$ cat src/rtl/core/epdt_pkg.sv
// ---------------------------------------------------------------------------
// epdt_pkg: shared types and constants for the epoch to date converter
// Holds the shared subtractor bundles, calendar tables and register indexes.
// ---------------------------------------------------------------------------
package epdt_pkg;

  localparam int unsigned SUB_W = 17;

  // 86400 = 675 << 7, so the seconds are shifted down by 7 before dividing
  localparam int unsigned DAY_SHIFT = 7;
  // ceil(2^35 / 675): exact quotient for any 25-bit dividend
  localparam logic [25:0] DAY_RECIP       = 26'd50903317;
  localparam int unsigned DAY_RECIP_SHIFT = 35;
  localparam logic [SUB_W-1:0] YEAR_LEN      = SUB_W'(365);
  localparam logic [SUB_W-1:0] LEAP_YEAR_LEN = SUB_W'(366);
  localparam logic signed [17:0] SECS_PER_HOUR = 18'sd3600;

  localparam logic [1:0] YEAR_MOD4_BASE   = 2'd2;    // 1970 mod 4
  localparam logic [6:0] YEAR_MOD100_BASE = 7'd70;
  localparam logic [8:0] YEAR_MOD400_BASE = 9'd370;
  localparam logic [3:0] LAST_MONTH_IDX   = 4'd11;

  // Configuration register indexes
  localparam logic CFG_DST_REGION = 1'b0;
  localparam logic CFG_TZ_OFFSET  = 1'b1;
  localparam logic [4:0] TZ_RESET = 5'd2;

  typedef enum logic [1:0] {
    REGION_EU = 2'd0,
    REGION_NA = 2'd1,
    REGION_AU = 2'd2,
    REGION_SA = 2'd3
  } dst_region_t;

  typedef struct packed {
    logic [SUB_W-1:0] a;
    logic [SUB_W-1:0] b;
  } sub_req_t;

  typedef struct packed {
    logic [SUB_W-1:0] diff;
    logic             ge;
  } sub_rsp_t;

  function automatic logic [4:0] month_len(input logic [3:0] idx, input logic leap);
    logic [4:0] len;
    case (idx)
      4'd0, 4'd2, 4'd4, 4'd6, 4'd7, 4'd9, 4'd11: len = 5'd31;
      4'd3, 4'd5, 4'd8, 4'd10:                    len = 5'd30;
      4'd1:                                       len = leap ? 5'd29 : 5'd28;
      default:                                    len = 5'd31;
    endcase
    return len;
  endfunction

  // 8 = 1 mod 7: fold octal digits, then one conditional subtract
  function automatic logic [2:0] mod7(input logic [16:0] x);
    logic [5:0] s;
    logic [3:0] s2;
    s  = 6'(x[2:0]) + 6'(x[5:3]) + 6'(x[8:6]) + 6'(x[11:9]) + 6'(x[14:12])
       + 6'(x[16:15]);
    s2 = 4'(s[5:3]) + 4'(s[2:0]);
    return (s2 >= 4'd7) ? 3'(s2 - 4'd7) : s2[2:0];
  endfunction

endpackage

$ cat src/rtl/core/epdt_subu.sv
// ---------------------------------------------------------------------------
// epdt_subu: shared compare and subtract unit
// One subtractor used by the year walk and the month walk.
// ---------------------------------------------------------------------------
module epdt_subu (
  input  epdt_pkg::sub_req_t req,
  output epdt_pkg::sub_rsp_t rsp
);

  logic [epdt_pkg::SUB_W:0] full;

  assign full     = {1'b0, req.a} - {1'b0, req.b};
  assign rsp.diff = full[epdt_pkg::SUB_W-1:0];
  assign rsp.ge   = ~full[epdt_pkg::SUB_W];

endmodule

$ cat src/rtl/core/epdt_dst.sv
// ---------------------------------------------------------------------------
// epdt_dst: daylight-saving rule decode
// Applies the selected region rule to month, day of month and weekday.
// ---------------------------------------------------------------------------
module epdt_dst (
  input  epdt_pkg::dst_region_t region,
  input  logic [3:0]            month_num,
  input  logic [4:0]            day_of_month,
  input  logic [2:0]            weekday,
  output logic                  dst_active
);

  logic signed [6:0] d;

  assign d = $signed({2'b00, day_of_month}) - $signed({4'b0000, weekday});

  always_comb begin
    case (region)
      epdt_pkg::REGION_EU: begin
        dst_active = (month_num > 4'd3 && month_num < 4'd10)
                   || (month_num == 4'd3 && d >= 7'sd25)
                   || (month_num == 4'd10 && d <= 7'sd24);
      end
      epdt_pkg::REGION_NA: begin
        dst_active = (month_num > 4'd3 && month_num < 4'd11)
                   || (month_num == 4'd3 && d >= 7'sd8)
                   || (month_num == 4'd11 && d <= 7'sd0);
      end
      epdt_pkg::REGION_AU: begin
        dst_active = (month_num > 4'd10 || month_num < 4'd4)
                   || (month_num == 4'd10 && d >= 7'sd1)
                   || (month_num == 4'd4 && d <= 7'sd0);
      end
      default: begin
        dst_active = (month_num > 4'd9 || month_num < 4'd4)
                   || (month_num == 4'd9 && d >= 7'sd1)
                   || (month_num == 4'd4 && d <= 7'sd0);
      end
    endcase
  end

endmodule

$ cat src/rtl/core/epoch_to_date_dst_check.sv
// ---------------------------------------------------------------------------
// epoch_to_date_dst_check: Unix epoch to local date with daylight-saving flag
// Sequencer around one shared subtractor: day count, year walk, month walk.
// ---------------------------------------------------------------------------
// One item at a time. After acceptance an item passes through these steps
// until its result is offered: reciprocal multiplication for the division by
// 86400, the weekday step, one year step for each whole year walked from 1970
// (0 to 136) plus a final one, one month step for each whole month walked (0
// to 11) plus a final one, and the load of the output register. The year walk
// on the shared subtractor takes the most steps. in_ready is high only when
// the sequencer is idle; a finished result waits in the output register while
// the next item is taken. Write configuration through cfg_wr_en only while no
// item is in flight; index 0 selects the region rule, index 1 the signed hour
// offset.
module epoch_to_date_dst_check (
  input  logic        clk,
  input  logic        rst_n,
  input  logic        cfg_wr_en,
  input  logic        cfg_index,
  input  logic [4:0]  cfg_wdata,
  input  logic        in_valid,
  output logic        in_ready,
  input  logic [31:0] in_epoch_seconds,
  output logic        out_valid,
  input  logic        out_ready,
  output logic [3:0]  out_month_num,
  output logic [4:0]  out_day_of_month,
  output logic [2:0]  out_weekday,
  output logic        out_dst_active
);

  typedef enum logic [2:0] {
    ST_IDLE,
    ST_DIV,
    ST_WDAY,
    ST_YEAR,
    ST_MONTH,
    ST_DONE
  } state_t;

  state_t                state_r, state_nxt;
  epdt_pkg::dst_region_t region_r;
  logic [4:0]            tz_r;
  logic [24:0]           sec_hi_r, sec_hi_nxt;
  logic [15:0]           num_r, num_nxt;
  logic [1:0]            m4_r, m4_nxt;
  logic [6:0]            m100_r, m100_nxt;
  logic [8:0]            m400_r, m400_nxt;
  logic [3:0]            mon_r, mon_nxt;
  logic [2:0]            wd_r, wd_nxt;
  logic                  out_valid_r, out_valid_nxt;
  logic [3:0]            out_month_r, out_month_nxt;
  logic [4:0]            out_day_r, out_day_nxt;
  logic [2:0]            out_wd_r, out_wd_nxt;
  logic                  out_dst_r, out_dst_nxt;

  epdt_pkg::sub_req_t    sub_req;
  epdt_pkg::sub_rsp_t    sub_rsp;

  logic signed [17:0]    tz_secs;
  logic [31:0]           local_secs;
  logic [50:0]           day_prod;
  logic                  leap;
  logic [3:0]            res_month;
  logic [4:0]            res_day;
  logic                  res_dst;
  logic                  in_acc;
  logic                  load_out;

  epdt_subu u_subu (
    .req (sub_req),
    .rsp (sub_rsp)
  );

  epdt_dst u_dst (
    .region       (region_r),
    .month_num    (res_month),
    .day_of_month (res_day),
    .weekday      (wd_r),
    .dst_active   (res_dst)
  );

  assign tz_secs    = 18'($signed(tz_r)) * epdt_pkg::SECS_PER_HOUR;
  assign local_secs = in_epoch_seconds + 32'(tz_secs);
  assign day_prod   = 51'(sec_hi_r) * 51'(epdt_pkg::DAY_RECIP);
  assign leap       = (m4_r == 2'd0) && ((m100_r != 7'd0) || (m400_r == 9'd0));
  assign res_month  = mon_r + 4'd1;
  assign res_day    = num_r[4:0] + 5'd1;

  assign in_ready  = (state_r == ST_IDLE);
  assign in_acc    = in_valid && in_ready;
  assign load_out  = (state_r == ST_DONE) && (!out_valid_r || out_ready);

  always_comb begin
    sub_req.a = {1'b0, num_r};
    sub_req.b = epdt_pkg::YEAR_LEN;
    case (state_r)
      ST_YEAR: begin
        sub_req.b = leap ? epdt_pkg::LEAP_YEAR_LEN : epdt_pkg::YEAR_LEN;
      end
      ST_MONTH: begin
        sub_req.b = epdt_pkg::SUB_W'(epdt_pkg::month_len(mon_r, leap));
      end
      default: begin
      end
    endcase
  end

  always_comb begin
    state_nxt     = state_r;
    sec_hi_nxt    = sec_hi_r;
    num_nxt       = num_r;
    m4_nxt        = m4_r;
    m100_nxt      = m100_r;
    m400_nxt      = m400_r;
    mon_nxt       = mon_r;
    wd_nxt        = wd_r;
    out_valid_nxt = out_valid_r && !out_ready;
    out_month_nxt = out_month_r;
    out_day_nxt   = out_day_r;
    out_wd_nxt    = out_wd_r;
    out_dst_nxt   = out_dst_r;

    case (state_r)
      ST_IDLE: begin
        if (in_acc) begin
          sec_hi_nxt = local_secs[31:epdt_pkg::DAY_SHIFT];
          state_nxt  = ST_DIV;
        end
      end
      ST_DIV: begin
        // day count = (seconds >> 7) / 675 by reciprocal multiplication
        num_nxt   = day_prod[epdt_pkg::DAY_RECIP_SHIFT+15:epdt_pkg::DAY_RECIP_SHIFT];
        state_nxt = ST_WDAY;
      end
      ST_WDAY: begin
        // 1970-01-01 was a Thursday
        wd_nxt    = epdt_pkg::mod7({1'b0, num_r} + 17'd4);
        m4_nxt    = epdt_pkg::YEAR_MOD4_BASE;
        m100_nxt  = epdt_pkg::YEAR_MOD100_BASE;
        m400_nxt  = epdt_pkg::YEAR_MOD400_BASE;
        state_nxt = ST_YEAR;
      end
      ST_YEAR: begin
        if (sub_rsp.ge) begin
          num_nxt  = sub_rsp.diff[15:0];
          m4_nxt   = m4_r + 2'd1;
          m100_nxt = (m100_r == 7'd99) ? 7'd0 : m100_r + 7'd1;
          m400_nxt = (m400_r == 9'd399) ? 9'd0 : m400_r + 9'd1;
        end else begin
          mon_nxt   = 4'd0;
          state_nxt = ST_MONTH;
        end
      end
      ST_MONTH: begin
        if (sub_rsp.ge && mon_r != epdt_pkg::LAST_MONTH_IDX) begin
          num_nxt = sub_rsp.diff[15:0];
          mon_nxt = mon_r + 4'd1;
        end else begin
          state_nxt = ST_DONE;
        end
      end
      ST_DONE: begin
        if (load_out) begin
          out_valid_nxt = 1'b1;
          out_month_nxt = res_month;
          out_day_nxt   = res_day;
          out_wd_nxt    = wd_r;
          out_dst_nxt   = res_dst;
          state_nxt     = ST_IDLE;
        end
      end
      default: begin
        state_nxt = ST_IDLE;
      end
    endcase
  end

  always_ff @(posedge clk) begin
    if (!rst_n) begin
      state_r     <= ST_IDLE;
      out_valid_r <= 1'b0;
      region_r    <= epdt_pkg::REGION_EU;
      tz_r        <= epdt_pkg::TZ_RESET;
    end else begin
      state_r     <= state_nxt;
      out_valid_r <= out_valid_nxt;
      if (cfg_wr_en) begin
        if (cfg_index == epdt_pkg::CFG_DST_REGION) begin
          region_r <= epdt_pkg::dst_region_t'(cfg_wdata[1:0]);
        end else begin
          tz_r <= cfg_wdata;
        end
      end
    end
  end

  always_ff @(posedge clk) begin
    sec_hi_r    <= sec_hi_nxt;
    num_r       <= num_nxt;
    m4_r        <= m4_nxt;
    m100_r      <= m100_nxt;
    m400_r      <= m400_nxt;
    mon_r       <= mon_nxt;
    wd_r        <= wd_nxt;
    out_month_r <= out_month_nxt;
    out_day_r   <= out_day_nxt;
    out_wd_r    <= out_wd_nxt;
    out_dst_r   <= out_dst_nxt;
  end

  assign out_valid        = out_valid_r;
  assign out_month_num    = out_month_r;
  assign out_day_of_month = out_day_r;
  assign out_weekday      = out_wd_r;
  assign out_dst_active   = out_dst_r;

endmodule
$ cat config.mk
export PLATFORM = sky130hd
export DESIGN_NAME = epoch_to_date_dst_check
export DESIGN_NICKNAME = d
export VERILOG_FILES = /design/src/rtl/core/epdt_pkg.sv /design/src/rtl/core/epdt_subu.sv /design/src/rtl/core/epdt_dst.sv /design/src/rtl/core/epoch_to_date_dst_check.sv
export SDC_FILE = /design/constraint.sdc
export NUM_CORES = 1
export LEC_CHECK = 0
export ABC_AREA = 1
export ABC_CLOCK_PERIOD_IN_PS = 15200
export BUFFER_PORTS_ARGS = -buffer_cell sky130_fd_sc_hd__buf_2
export CAP_MARGIN = 10
export CORE_ASPECT_RATIO = 1.5
export CORE_MARGIN = 2
export CORE_UTILIZATION = 50
export DETAILED_ROUTE_END_ITERATION = 7
export MAX_ROUTING_LAYER = met4
export PLACE_DENSITY = 0.64
export SYNTH_ARGS = -nofsm -noshare
export SYNTH_HDL_FRONTEND = slang
export SYNTH_SLANG_ARGS = --single-unit
$ cat constraint.sdc
create_clock -name clk -period 15.2 [get_ports clk]
set_input_delay 0.76 -clock clk [delete_from_list [all_inputs] [get_ports clk]]
set_output_delay 0.76 -clock clk [all_outputs]
set_load 0.05 [all_outputs]
==> metrics <==
Synth area leaders ha_1 (24%), fa_1 (21%), inv_1 (13%), edfxtp_1 (13%), nand2_1 (9.1%); status finished clean; Routed Antenna Nets 0; Yosys top cell by area ha_1; largest net degree at the start of global routing 26; CP most frequent cell inv_1; GRT Residual Overflow 0; Vias/cell 5.14; CP endpoint kind flop; Seq/Total Area, Yosys 0.138; 1st-iter DRT viols 638; final worst path period need 6.49 ns; total wire length 49200 microns; global-route wire length before repair 80700 microns; pins over their slew limit 0; DR top layer met4; drt first pass iters 5; wire length on met1 19000 microns; RSZ-0062 raised after global routing no; met2 wire length 25500 microns; share of cells above drive strength 1 0.0534; skew final 0.00811 ns; crit path DAT 6.61 ns; crit-path leading delay family adder cells; buffers and inverters on the worst path 6; setup total negative slack 0 ns; die area 39300 sq um; number of synthesized flops with an enable pin 79; drc violations 0; worst-path maximum fanout 11; crit path kind flop to flop; main flop type after synthesis edfxtp_1; Worst Hold Class flop to flop; WL/cell 16.6 microns; hpwl dp 43600 microns; GPL Wtd Cong 0.985; CTS tree yes; post-route cell area 20000 sq um; clock buffer count from CTS 9; Clock Path Buffers 2; IO Port Bufs 53; worst r2r src sec_hi_r[5]; hold_sp region_r[1]; Least-Margin Pin Slew 1.18 ns; antenna fix cells 0; placed cell area 19700 sq um; ys async rst share 0; cells resized by post-CTS repair 0; hold endpoint region_r[1]; crit-path max cell delay 0.83 ns; #FFs+latches synth 90; Initial Util 0.504; die width 162 microns; Mapped Area 18800 sq um; startpoint types flop; crit-path cells inv_1 -> ha_1 -> inv_1 -> fa_1 -> ha_1 -> inv_1 -> fa_1 -> inv_1 -> fa_1 -> fa_1 -> inv_1 -> fa_1 -> inv_1 -> ha_1 -> nand2_1 -> nor2_1 -> nand2_1 -> o21ai_0 -> nand2_1 -> nand3_1 -> nand2_1 -> nand3_1 -> nand2_1; period utilization 0.427; r2r setup slk 8.71 ns; syn avg cell area 7.83 sq um; met3 routed WL 1180 microns; CORE AREA 37300 sq um; Gate Count Post-Synth 2403; post-synth top area share 0.241; Net Count, Synth 3006; synth-to-layout area growth 6.44%; Clock Latency Late Sink 0.37 ns; count of cell types in the netlist 47; Relative slew margins 0.211; hold path depth 2; Data required, critical path 15.32 ns; Max Cap Viol 0; Die H 242 microns; GRT Util Overall 0.272; synth warn 0; CTS Hold Buffers Added 0; vias in the first global route 16197; floorplan row count 87; Clock Sinks 90; nets@finish 3071; Filler cells 3604; initial antenna violation count 0; final setup fails 0; H-tree Lvls 3; Ports 58; FMAX 154 MHz; Clock Pin Slew Worst Setup and Hold Paths 0.07 ns; postcts setup bufs 0; Hold Vio Cnt, Final 0; Slowest cell on crit path edfxtp_1; vias post-DR 15234; Worst Reg-to-Reg Cells 23; FF-to-FF End num_r[5]; CTS Root Cell clkbuf_16
==> cells by family after synthesis <==
group,count (synthesis),share of synthesized area
compound gates,224,0.0671
xor+xnor,52,0.0246
fa+ha+maj,560,0.451
buf+inv,645,0.129
flops,90,0.138
mux,1,0.000598
simple gates,831,0.190
==> cell usage in the layout (no fill, tap or decap), types with 12 or more instances in the layout <==
cell      instances
nand2_1         458
a21oi_1         110
nand4_1          35
xor2_1           38
nor2_1          161
ha_1            362
inv_1           634
nor3_1           24
xnor2_1          13
o21bai_1         14
o21ai_0          59
edfxtp_1         79
fa_1            198
buf_2            53
nor2_2           12
nand3_1         100
==> metal layers <==
metal,up-vias,track usage
li1,7617,-
met1,7193,0.290
met2,276,0.487
met3,148,0.0254
met4,0,0.159
met5,-,-
==> area by class of cell <==
| class | instances | area [sq um] | area share |
|---|---|---|---|
| Multi-Input combinational cell | 1668 | 13800 | 0.689 |
| Sequential cell | 90 | 2590 | 0.129 |
| Inverter | 641 | 2410 | 0.120 |
| Tap cell | 489 | 612 | 0.0305 |
| Timing Repair Buffer | 58 | 303 | 0.0151 |
| Clock buffer | 13 | 272 | 0.0135 |
| Clock inverter | 3 | 45.0 | 0.00225 |
==> sequential cells by signal, indices dropped and copies added, names as in the netlist, 4 cells and up <==
signal            flops
sec_hi_r             25
m400_r                9
num_r                16
out_month_num         4
mon_r                 4
out_day_of_month      5
m100_r                7
tz_r                  5
==> how the worst max path moves through the flow <==
stage / startpoint / to / slack [ns] / depth (start not counted)
after floorplan: sec_hi_r[5] / num_r[8] / 9.70 / 24
after global placement: sec_hi_r[22] / num_r[9] / 8.73 / 21
after detailed placement: sec_hi_r[22] / num_r[9] / 8.69 / 21
after CTS: sec_hi_r[5] / num_r[8] / 8.69 / 24
after global routing: sec_hi_r[5] / num_r[8] / 8.40 / 24
final: sec_hi_r[5] / num_r[5] / 8.71 / 23
==> tightest hold or removal path: stages (launching register included) <==
cell	delay (ns)
dfxtp_1	0.31
inv_1	0.07
a21oi_1	0.06
==> Yosys cell counts (5+ instances only) <==
cell type	count
inv_2	7
inv_1	634
nor2_2	11
dfxtp_1	11
nor2_1	162
o21ai_2	6
nor3_2	7
or2_2	9
a21oi_1	110
nand2_1	458
nand3_1	100
o21ai_0	59
xor2_1	38
nand2_2	7
nand4_1	35
edfxtp_1	79
fa_1	198
nor3_1	24
o21bai_1	14
a21boi_0	5
xnor2_1	13
ha_1	362
a21o_1	11
==> stage by stage <==
step                      utilization  hold WS, ns  setup slack [ns]  instances
final                           0.537        0.482              8.71       2962
after CTS                       0.537        0.484              8.69       2962
after detailed placement        0.528        0.455              8.69       2946
after global routing            0.537        0.502              8.40       2962
after floorplan                     -        0.426              9.70       2403
after global placement          0.528        0.470              8.73       2946
Power is not shown: default switching activity piles up to over one toggle a cycle in this logic, so the estimate is an artifact.
